### src/oli_pkg.sv
// ----------------------------------------------------------------------------
// oli_pkg
// shared types and constants for the ordered list with insert and remove
// ----------------------------------------------------------------------------
package oli_pkg;

  localparam int unsigned Capacity = 16;
  localparam int unsigned CntW     = $clog2(Capacity + 1);
  localparam int unsigned IdxW     = $clog2(Capacity);
  localparam int unsigned ValW     = 32;
  localparam int unsigned OpW      = 2;
  localparam int unsigned StW      = 2;
  localparam int unsigned LenW     = 5;

  typedef enum logic [OpW-1:0] {
    OP_INS_FRONT = 2'd0,
    OP_INS_BACK  = 2'd1,
    OP_REMOVE    = 2'd2
  } op_e;

  typedef enum logic [StW-1:0] {
    ST_DONE      = 2'd0,
    ST_FULL      = 2'd1,
    ST_NOT_FOUND = 2'd2
  } status_e;

  // per-cycle command broadcast to every cell
  typedef struct packed {
    logic shift_back;   // insert at front, every entry moves back
    logic append;       // insert at back, cell at current count takes value
    logic remove;       // remove first match, later entries move forward
  } cell_ctrl_t;

endpackage

### src/oli_if.sv
// ----------------------------------------------------------------------------
// oli_req_if / oli_rsp_if
// valid/ready channels carrying list requests and their results
// ----------------------------------------------------------------------------
interface oli_req_if;
  import oli_pkg::*;

  logic                   valid;
  logic                   ready;
  logic [OpW-1:0]         opcode;
  logic signed [ValW-1:0] value;

  modport source (output valid, output opcode, output value, input ready);
  modport sink   (input valid, input opcode, input value, output ready);
endinterface

interface oli_rsp_if;
  import oli_pkg::*;

  logic            valid;
  logic            ready;
  logic [StW-1:0]  status;
  logic [LenW-1:0] length;

  modport source (output valid, output status, output length, input ready);
  modport sink   (input valid, input status, input length, output ready);
endinterface

### src/oli_cell.sv
// ----------------------------------------------------------------------------
// oli_cell
// one list position: holds an entry, matches it, shifts with its neighbors
// ----------------------------------------------------------------------------
module oli_cell
  import oli_pkg::*;
(
  input  logic                   clk_i,
  input  logic [IdxW-1:0]        idx_i,
  input  logic [CntW-1:0]        count_i,
  input  cell_ctrl_t             ctrl_i,
  input  logic signed [ValW-1:0] value_i,
  input  logic signed [ValW-1:0] prev_i,
  input  logic signed [ValW-1:0] next_i,
  input  logic                   hit_i,
  output logic                   hit_o,
  output logic signed [ValW-1:0] data_o
);

  logic signed [ValW-1:0] data_q, data_d;
  logic                   occupied;
  logic                   is_front;
  logic                   is_tail;

  assign occupied = CntW'(idx_i) < count_i;
  assign is_front = idx_i == '0;
  assign is_tail  = CntW'(idx_i) == count_i;

  // hit travels toward the back once the first match has been seen
  assign hit_o = hit_i | (occupied & (data_q == value_i));

  always_comb begin
    data_d = data_q;
    if (ctrl_i.shift_back) begin
      data_d = is_front ? value_i : prev_i;
    end else if (ctrl_i.append && is_tail) begin
      data_d = value_i;
    end else if (ctrl_i.remove && hit_o) begin
      data_d = next_i;
    end
  end

  always_ff @(posedge clk_i) begin
    data_q <= data_d;
  end

  assign data_o = data_q;

endmodule

### src/ordered_list_insert_remove.sv
// ----------------------------------------------------------------------------
// ordered_list_insert_remove
// ordered list of signed 32-bit values with front insert, back insert and
// remove of the first match, built as a row of shifting cells
// ----------------------------------------------------------------------------
//  channel  dir  fields                 meaning
//  req_i    in   opcode[1:0], value[31:0]  one list operation per request
//  rsp_o    out  status[1:0], length[4:0]  one result per request
//
//  one request per cycle while rsp_o is not stalled: every cell compares and shifts in the same cycle,
//  the match ripples along the row of Capacity cells
//  a result sits in the output register; a new request is taken when it is empty or
//  while the held result is being taken in the same cycle
//  rsp_o stalled with a result held: req_i.ready drops until it is taken
//  reset clears the count and the output valid; entries are not cleared,
//  only positions below the count are ever matched
// ----------------------------------------------------------------------------
module ordered_list_insert_remove
  import oli_pkg::*;
(
  input  logic     clk_i,
  input  logic     rst_ni,
  oli_req_if.sink   req_i,
  oli_rsp_if.source rsp_o
);

  logic [CntW-1:0]        count_q, count_d;
  logic                   rsp_valid_q;
  logic [StW-1:0]         status_q, status_d;
  logic [LenW-1:0]        length_q;
  logic                   accept;
  logic                   full;
  logic                   found;
  cell_ctrl_t             ctrl;

  logic signed [ValW-1:0] cell_data [Capacity];
  logic                   cell_hit  [Capacity+1];

  // output register frees up when empty or when its result leaves now
  assign req_i.ready = !rsp_valid_q || rsp_o.ready;
  assign accept      = req_i.valid && req_i.ready;

  assign full  = count_q == CntW'(Capacity);
  assign found = cell_hit[Capacity];

  // decode the request into cell commands and the next count
  always_comb begin
    ctrl     = '0;
    count_d  = count_q;
    status_d = ST_DONE;
    case (op_e'(req_i.opcode))
      OP_INS_FRONT: begin
        if (full) begin
          status_d = ST_FULL;
        end else begin
          ctrl.shift_back = accept;
          count_d         = count_q + CntW'(1);
        end
      end
      OP_INS_BACK: begin
        if (full) begin
          status_d = ST_FULL;
        end else begin
          ctrl.append = accept;
          count_d     = count_q + CntW'(1);
        end
      end
      OP_REMOVE: begin
        if (found) begin
          ctrl.remove = accept;
          count_d     = count_q - CntW'(1);
        end else begin
          status_d = ST_NOT_FOUND;
        end
      end
      default: begin
        // unused opcode: list unchanged, reported as done
        status_d = ST_DONE;
      end
    endcase
  end

  // row of cells, position 0 is the front
  assign cell_hit[0] = 1'b0;

  for (genvar i = 0; i < Capacity; i++) begin : g_cell
    logic signed [ValW-1:0] prev, next;

    if (i == 0) begin : g_first
      assign prev = req_i.value;
    end else begin : g_mid_prev
      assign prev = cell_data[i-1];
    end

    if (i == Capacity - 1) begin : g_last
      assign next = cell_data[i];
    end else begin : g_mid_next
      assign next = cell_data[i+1];
    end

    oli_cell u_cell (
      .clk_i   (clk_i),
      .idx_i   (IdxW'(i)),
      .count_i (count_q),
      .ctrl_i  (ctrl),
      .value_i (req_i.value),
      .prev_i  (prev),
      .next_i  (next),
      .hit_i   (cell_hit[i]),
      .hit_o   (cell_hit[i+1]),
      .data_o  (cell_data[i])
    );
  end

  always_ff @(posedge clk_i or negedge rst_ni) begin
    if (!rst_ni) begin
      count_q     <= '0;
      rsp_valid_q <= 1'b0;
    end else begin
      if (accept) begin
        count_q     <= count_d;
        rsp_valid_q <= 1'b1;
      end else if (rsp_o.ready) begin
        rsp_valid_q <= 1'b0;
      end
    end
  end

  // result payload, no reset needed
  always_ff @(posedge clk_i) begin
    if (accept) begin
      status_q <= status_d;
      length_q <= LenW'(count_d);
    end
  end

  assign rsp_o.valid  = rsp_valid_q;
  assign rsp_o.status = status_q;
  assign rsp_o.length = length_q;

`ifndef SYNTH
  a_count_bound: assert property (@(posedge clk_i) disable iff (!rst_ni)
    count_q <= CntW'(Capacity))
    else $error("count beyond capacity");

  a_full_drop: assert property (@(posedge clk_i) disable iff (!rst_ni)
    accept && full && (req_i.opcode == OP_INS_FRONT || req_i.opcode == OP_INS_BACK)
    |=> rsp_o.valid && rsp_o.status == ST_FULL && $stable(count_q))
    else $error("insert into full list not dropped");

  a_not_found_keep: assert property (@(posedge clk_i) disable iff (!rst_ni)
    accept && req_i.opcode == OP_REMOVE && !found
    |=> rsp_o.status == ST_NOT_FOUND && $stable(count_q))
    else $error("failed remove changed the list");

  a_length_tracks: assert property (@(posedge clk_i) disable iff (!rst_ni)
    accept |=> rsp_o.length == LenW'(count_q))
    else $error("reported length differs from count");

  a_no_hold_stall: assert property (@(posedge clk_i) disable iff (!rst_ni)
    !rsp_valid_q |-> req_i.ready)
    else $error("request stalled with empty output register");
`endif

endmodule

### src/flat_wrapper.sv
// flat-port wrapper written by rule: the top's interface ports become plain ports
module ordered_list_insert_remove_flat import oli_pkg::*;
  (clk_i, rst_ni, req_i_valid, req_i_opcode, req_i_value, req_i_ready, rsp_o_valid, rsp_o_status, rsp_o_length, rsp_o_ready);
  oli_req_if req_i_i ();
  oli_rsp_if rsp_o_i ();
  input  logic clk_i;
  input  logic rst_ni;
  input wire logic [$bits(req_i_i.valid)-1:0] req_i_valid;
  input wire logic [$bits(req_i_i.opcode)-1:0] req_i_opcode;
  input wire logic [$bits(req_i_i.value)-1:0] req_i_value;
  output wire logic [$bits(req_i_i.ready)-1:0] req_i_ready;
  output wire logic [$bits(rsp_o_i.valid)-1:0] rsp_o_valid;
  output wire logic [$bits(rsp_o_i.status)-1:0] rsp_o_status;
  output wire logic [$bits(rsp_o_i.length)-1:0] rsp_o_length;
  input wire logic [$bits(rsp_o_i.ready)-1:0] rsp_o_ready;
  assign req_i_i.valid = req_i_valid;
  assign req_i_i.opcode = req_i_opcode;
  assign req_i_i.value = req_i_value;
  assign req_i_ready = req_i_i.ready;
  assign rsp_o_valid = rsp_o_i.valid;
  assign rsp_o_status = rsp_o_i.status;
  assign rsp_o_length = rsp_o_i.length;
  assign rsp_o_i.ready = rsp_o_ready;
  ordered_list_insert_remove u_core (.clk_i(clk_i), .rst_ni(rst_ni), .req_i(req_i_i), .rsp_o(rsp_o_i));
endmodule
### config.mk
export PLATFORM = sky130hd
export DESIGN_NAME = ordered_list_insert_remove_flat
export DESIGN_NICKNAME = d
export VERILOG_FILES = /design/src/oli_pkg.sv /design/src/oli_if.sv /design/src/oli_cell.sv /design/src/ordered_list_insert_remove.sv /design/src/flat_wrapper.sv
export SDC_FILE = /design/constraint.sdc
export NUM_CORES = 2
export LEC_CHECK = 0
export BUFFER_PORTS_ARGS = -buffer_cell sky130_fd_sc_hd__buf_2
export CORE_MARGIN = 1
export CORE_UTILIZATION = 25
export DETAILED_ROUTE_END_ITERATION = 8
export GPL_ROUTABILITY_DRIVEN = 0
export REMOVE_ABC_BUFFERS = 1
export SLEW_MARGIN = 20
export SYNTH_ARGS = -nofsm -noshare
export SYNTH_HDL_FRONTEND = slang
export SYNTH_SLANG_ARGS = --single-unit
### constraint.sdc
create_clock -name clk_i -period 12.3 [get_ports clk_i]
set_clock_uncertainty 0.05 [all_clocks]
set_input_delay 1.845 -clock clk_i [delete_from_list [all_inputs] [get_ports clk_i]]
set_output_delay 1.845 -clock clk_i [all_outputs]
set_load 0.03 [all_outputs]
== After elaboration in Yosys (flattened, before gate mapping) ==
Index checks and enable logic that the tools add are counted.

* Register bits: 525
* Input port bits: 38
* Output and inout port bits: 9
* Word-level logic and storage cells: 217

* $add $sub $neg: 2
* $lt $le $gt $ge: 16
* Equality and inequality tests: 34
* Multiplexer cells: 60
* Bitwise operators: 31
* Reductions and logical operators: 54

{| class="wikitable"
|+ Operators by type and width
! kind !! count
|-
| 32-bit two-way mux || 47
|-
| 32-bit == test || 16
|-
| 3-bit nonzero test || 15
|-
| 4-bit by 5-bit == test with 1-bit output, first input constant || 8
|-
| 4-bit by 5-bit < comparator with 1-bit output, first input constant || 8
|-
| 1-bit logical AND || 32
|-
| 3-bit by 5-bit == test with 1-bit output, first input constant || 4
|-
| 3-bit by 5-bit < comparator with 1-bit output, first input constant || 4
|-
| 1-bit AND || 16
|-
| 1-bit bitwise OR || 15
|-
| 2-bit by 5-bit == test with 1-bit output, first input constant || 2
|-
| 1-bit by 5-bit < comparator with 1-bit output, first input constant || 2
|-
| 2-bit by 5-bit < comparator with 1-bit output, first input constant || 2
|-
| 5-bit two-way mux || 2
|-
| 5-bit one-hot mux with 2 select lines || 1
|-
| 1-bit two-way mux || 8
|-
| 5-bit by 1-bit adder with 5-bit output, second input constant || 1
|-
| 1-bit by 5-bit == test with 1-bit output, first input constant || 1
|-
| 5-bit == test, second input constant || 1
|-
| 5-bit logical NOT || 1
|-
| 5-bit by 1-bit subtractor with 5-bit output, second input constant || 1
|-
| 2-bit one-hot mux with 2 select lines || 1
|-
| 2-bit nonzero test || 2
|-
| 2-bit by 1-bit == test with 1-bit output, second input constant || 1
|-
| 6 further kinds || 6
|}

== Logic depth before layout (Yosys ltp) ==
* Depth in word-level cells: 23
* Mapped depth: 13

== Hierarchy ==
From an unflattened synthesis, not the netlist that was laid out.

* Cell total of the unflattened synthesis: 4554
* Area, all modules: 41389.7 µm²

{| class="wikitable"
|+ Modules (own cells, without submodules)
! module !! instances !! cells an instance !! area an instance (µm²) !! seq. area each (µm²)
|-
| oli_cell (u_core.g_cell[11].u_cell ...) || 14 || 280 || 2543.7 || 960.9
|-
| oli_cell (u_core.g_cell[0].u_cell) || 1 || 278 || 2501.1 || 960.9
|-
| oli_cell (u_core.g_cell[10].u_cell) || 1 || 278 || 2482.4 || 960.9
|-
| ordered_list_insert_remove || 1 || 78 || 794.5 || 360.3
|}

== Worst setup path after synthesis ==
Ideal clock, no wire load.

* Path type: input port to flip-flop
* From: in rsp_o_ready
* To: reg u_core.g_cell[15].u_cell.data_q[0] (enable)
* Library setup time: 466 ps
* Arrival: 5095 ps
* Setup slack: 6689 ps
* Stages on the path: 6
* Cells stage by stage: nand2b_1 nand2_1 inv_1 and3_1 nand4b_1 o21ai_0

* Word-level cells in the longest chain between the ends: 6

{| class="wikitable"
|+ RTL lines
! what !! line !! text
|-
| from (decl) || flat_wrapper.sv:15 || <nowiki>input wire logic [$bits(rsp_o_i.ready)-1:0] rsp_o_ready;</nowiki>
|-
| 1-bit logical OR * || ordered_list_insert_remove.sv:40 || <nowiki>assign req_i.ready = !rsp_valid_q || rsp_o.ready;</nowiki>
|-
| 1-bit logical AND * || ordered_list_insert_remove.sv:41 || <nowiki>assign accept = req_i.valid && req_i.ready;</nowiki>
|-
| 1-bit two-way mux * || ordered_list_insert_remove.sv:53, ordered_list_insert_remove.sv:61 ||
|-
| 1-bit two-way mux || ordered_list_insert_remove.sv:51 || <nowiki>case (op_e'(req_i.opcode))</nowiki>
|-
| 1-bit logical AND || oli_cell.sv:36 || <nowiki>end else if (ctrl_i.append && is_tail) begin</nowiki>
|-
| 2-bit nonzero test (no line) * || -- ||
|-
| to (signal assigned) || oli_cell.sv:44 || <nowiki>data_q <= data_d;</nowiki>
|-
| to (decl) || oli_cell.sv:20 || <nowiki>logic signed [ValW-1:0] data_q, data_d;</nowiki>
|}

Every way passes the cells marked *; elsewhere a longest branch is shown, timed or not.
A chain may end at the register's enable or synchronous reset.

== Worst setup path after layout ==
* From: in req_i_value[3]
* To: reg u_core.g_cell[2].u_cell.data_q[15] (enable)

* Word-level cells in the longest chain between the ends: 21

{| class="wikitable"
|+ RTL lines
! what !! line !! text
|-
| from (decl) || flat_wrapper.sv:10 || <nowiki>input wire logic [$bits(req_i_i.value)-1:0] req_i_value;</nowiki>
|-
| 32-bit == test || oli_cell.sv:30 || <nowiki>assign hit_o = hit_i | (occupied & (data_q == value_i));</nowiki>
|-
| 1-bit AND || oli_cell.sv:30 ||
|-
| 1-bit bitwise OR (15 in series) || oli_cell.sv:30 ||
|-
| 1-bit two-way mux || ordered_list_insert_remove.sv:69 || <nowiki>if (found) begin</nowiki>
|-
| 1-bit two-way mux || ordered_list_insert_remove.sv:51 ||
|-
| 1-bit logical AND * || oli_cell.sv:38 || <nowiki>end else if (ctrl_i.remove && hit_o) begin</nowiki>
|-
| 3-bit nonzero test (no line) * || -- ||
|-
| to (signal assigned) || oli_cell.sv:44 ||
|-
| to (decl) || oli_cell.sv:20 ||
|}

Marks and branches as above.

==> out/metrics.yaml <==
global_routing:
  grt_overflow: 0
  grt_pass1_vias: 26400
  grt_pass1_wl_um: 186000
  grt_use_total: 0.176
  grt_start_max_net_pins: 288
  antenna_found_initial: 2
sta:
  max_freq_mhz: 174
  worstMarginPinSlew_ns: 1.10
  rsz0062_at_grt: "false"
  min_period_ns: 5.74
  drv_slew: 0
  max_slew_margin: 0.265
  post-route-period-util: 0.466
  finalHoldViolCount: 0
  fin_setup_tns_ns: 0
  setup_viol: 0
die:
  die_w_um: 376
  die-area_sq_um: 142000
  core_area_sq_um: 138000
  io_pins: 47
  die_y_um: 376
  start_util: 0.254
  std_cell_rows: 136
synthesis:
  synth_top_area_share: 0.445
  synth_edf_count: 519
  synth_area_leader_cell: "edfxtp_1"
  synth.distinct_cells: 74
  netlist_top_cells_area: "edfxtp_1 (44%), mux2i_1 (13%), xor2_1 (9.9%), nand2_1 (6.3%), o21ai_0 (6.3%)"
  netlist_area_sq_um: 35000
  synth_cells: 3419
  yosysSeqAreaShare: 0.449
  yosysWarningCount: 0
  yosys-top-cells-count: "nand2_1 (592), edfxtp_1 (519), mux2i_1 (450)"
  async_flop_share: 0.0114
  synth.avg_cell_area_sq_um: 10.2
  synthFlopType: "edfxtp_1"
  ys_seq_elements: 525
  yosysMostFrequentCell: "nand2_1"
cells_and_area:
  nNetsFinal: 3343
  stdcell_count: 5215
  final_area_sq_um: 38600
  n_antenna_cell: 0
  layout-drive-gt1-share: 0.0886
  area_growth_pct: 10.3
critical_path:
  critPathMaxFanout: 30
  path_delay_family: "simple AND/OR/NAND/NOR gates"
  reg2reg_depth: 11
  critPathKind: "in2reg"
  crit_path_frequent_cell: "buf_4"
  crit_chain: "buf_2, buf_4, xnor2_1, nor4b_2, nand4_1, nor4_1, nor4_2, a41oi_4, nand2_4, o211ai_4, buf_4"
  cp_data_arrival_time_ns: 5.98
  timing.critical_path.depth: 11
  cp_num_buf_inv: 3
  max_stage_delay_ns: 0.81
  slowest_stage: "nor4_1"
  cp-end-kind: "flop"
  crit_path_start_kind: "input port"
  critical_path_required_ns: 12.55
routing:
  via_count: 28000
  first_iter_violations: 3943
  antenna_left: 0
  first_pass_iters: 6
  drcViolationCount: 0
  wire_per_inst_um: 25.0
  wl_um: 130000
  vias_per_cell: 5.37
clocking:
  clock_latency_ns: 0.68
  post-cts-setup-buffers: 0
  root_buffer: "clkbuf_16"
  cts_resized: 0
  cts_buffers: 60
  cts_tree: "built"
  htree_levels: 2
  cts_sinks: 525
  cts_buffer_depth: 3
  holdBufCountCts: 0
  clk_pin_slew_ns: 0.06
run:
  drv_cap: 0
power_and_ir_drop:
  total_power_w: 0.00476
  ir_worst_vdd_uv: 110
  p_leak_nw: 14.2
  cellPowerDensity_nw_per_um2: 123
placed_design:
  dp_cells: 5097
  dpl-instance-area_sq_um: 36500
  port_buffers: 46
  dp_hpwl_um: 89900
min_path:
  hold_depth: 2
  hp-class: "reg2reg"
run_status:
  outcome: "completed"
routing by layer:
layer | up-vias | wire length [um] | track usage
li1 | 12100 | - | -
met1 | 13700 | 52800 | 0.237
met2 | 1788 | 58400 | 0.275
met3 | 370 | 13000 | 0.0312
met4 | 2 | 6070 | 0.0757
met5 | - | 8 | 0
cell type report:
| type | instances | area [sq um] |
|---|---|---|
| Inverter | 9 | 33.8 |
| Sequential cell | 525 | 15700 |
| Multi-Input combinational cell | 2589 | 17700 |
| Clock buffer | 78 | 1660 |
| Timing Repair Buffer | 115 | 886 |
| Clock inverter | 36 | 332 |
| Fill cell | 14600 | 99500 |
| Tap cell | 1863 | 2330 |
path summary, 6_finish.rpt:
check                                                           endpoint                      startpoint  slack [ns]
setup reg to reg           u_core.g_cell[13].u_cell.data_o[14]$_DFFE_PP_   u_core.count_q[0]$_DFFE_PN0P_        7.27
setup / recovery            u_core.g_cell[2].u_cell.data_o[15]$_DFFE_PP_                  req_i_value[3]        6.56
hold reg to reg                           u_core.rsp_o.valid$_DFFE_PN0P_  u_core.rsp_o.valid$_DFFE_PN0P_        0.49
max in group asynchronous                  u_core.count_q[1]$_DFFE_PN0P_                          rst_ni       10.94
min in group asynchronous                  u_core.count_q[3]$_DFFE_PN0P_                          rst_ni        1.00
hold / removal                            u_core.rsp_o.valid$_DFFE_PN0P_  u_core.rsp_o.valid$_DFFE_PN0P_        0.49
layout by cell type, fill, tap and decap left out, types with 8 or more instances in the layout:
| cell | synthesis | routed |
|---|---|---|
| mux2_2 | 32 | 32 |
| clkinv_1 | 0 | 11 |
| clkbuf_16 | 0 | 61 |
| buf_2 | 61 | 46 |
| mux2i_1 | 450 | 450 |
| nor3_1 | 43 | 43 |
| or3_1 | 9 | 8 |
| o21ai_0 | 439 | 438 |
| clkbuf_1 | 144 | 10 |
| nand4_1 | 71 | 71 |
| nor2_1 | 57 | 53 |
| nor4_2 | 9 | 10 |
| inv_1 | 8 | 8 |
| nor4b_1 | 15 | 15 |
| nor2b_1 | 15 | 15 |
| nor4_1 | 166 | 165 |
| nand2b_1 | 12 | 12 |
| o21ai_1 | 18 | 18 |
| nand4b_1 | 14 | 14 |
| nand2_1 | 592 | 585 |
| xnor2_1 | 111 | 111 |
| clkinv_2 | 0 | 17 |
| edfxtp_1 | 519 | 519 |
| buf_4 | 31 | 61 |
| nand3_1 | 37 | 34 |
| and3_1 | 10 | 10 |
| xor2_1 | 396 | 396 |
cells by family (layout without fill, tap and decap cells):
group	Yosys count	count (layout)	share of synthesized area
adders and majority gates	5	5	0.00179
muxes	482	482	0.139
xor gates and xnor gates	510	510	0.128
and+or+nand+nor	1089	1089	0.153
AOI/OAI and AO/OA	503	503	0.0783
buffers and inverters	305	238	0.0506
DFF	525	525	0.449
registers in the layout, indices dropped and copies added (netlist names):
name	cells
u_core.rsp_o.status	2
u_core.g_cell.u_cell.data_o	512
u_core.rsp_o.length	5
u_core.rsp_o.valid	1
u_core.count_q	5
worst min-delay path, cell delays in order (launching register included):
cell      delay (ns)
dfrtp_1         0.34
nand2b_1        0.09
nand2b_1        0.08
stage by stage:
stage          setup slack, ns   util  hold WS [ns]
2_1_floorplan           -17.75      -         0.493
3_3_place_gp              5.82  0.264         0.459
3_5_place_dp              5.79  0.264         0.478
4_1_cts                   6.48  0.279         0.495
5_1_grt                   6.30  0.280         0.532
6_report                  6.56  0.280         0.492
where the power goes:
group          internal (W)  switching, W
combinational      0.000225      0.000490
clock               0.00105      0.000801
sequential          0.00207      0.000128
total               0.00334       0.00142
(Power assumes the default switching activity.)
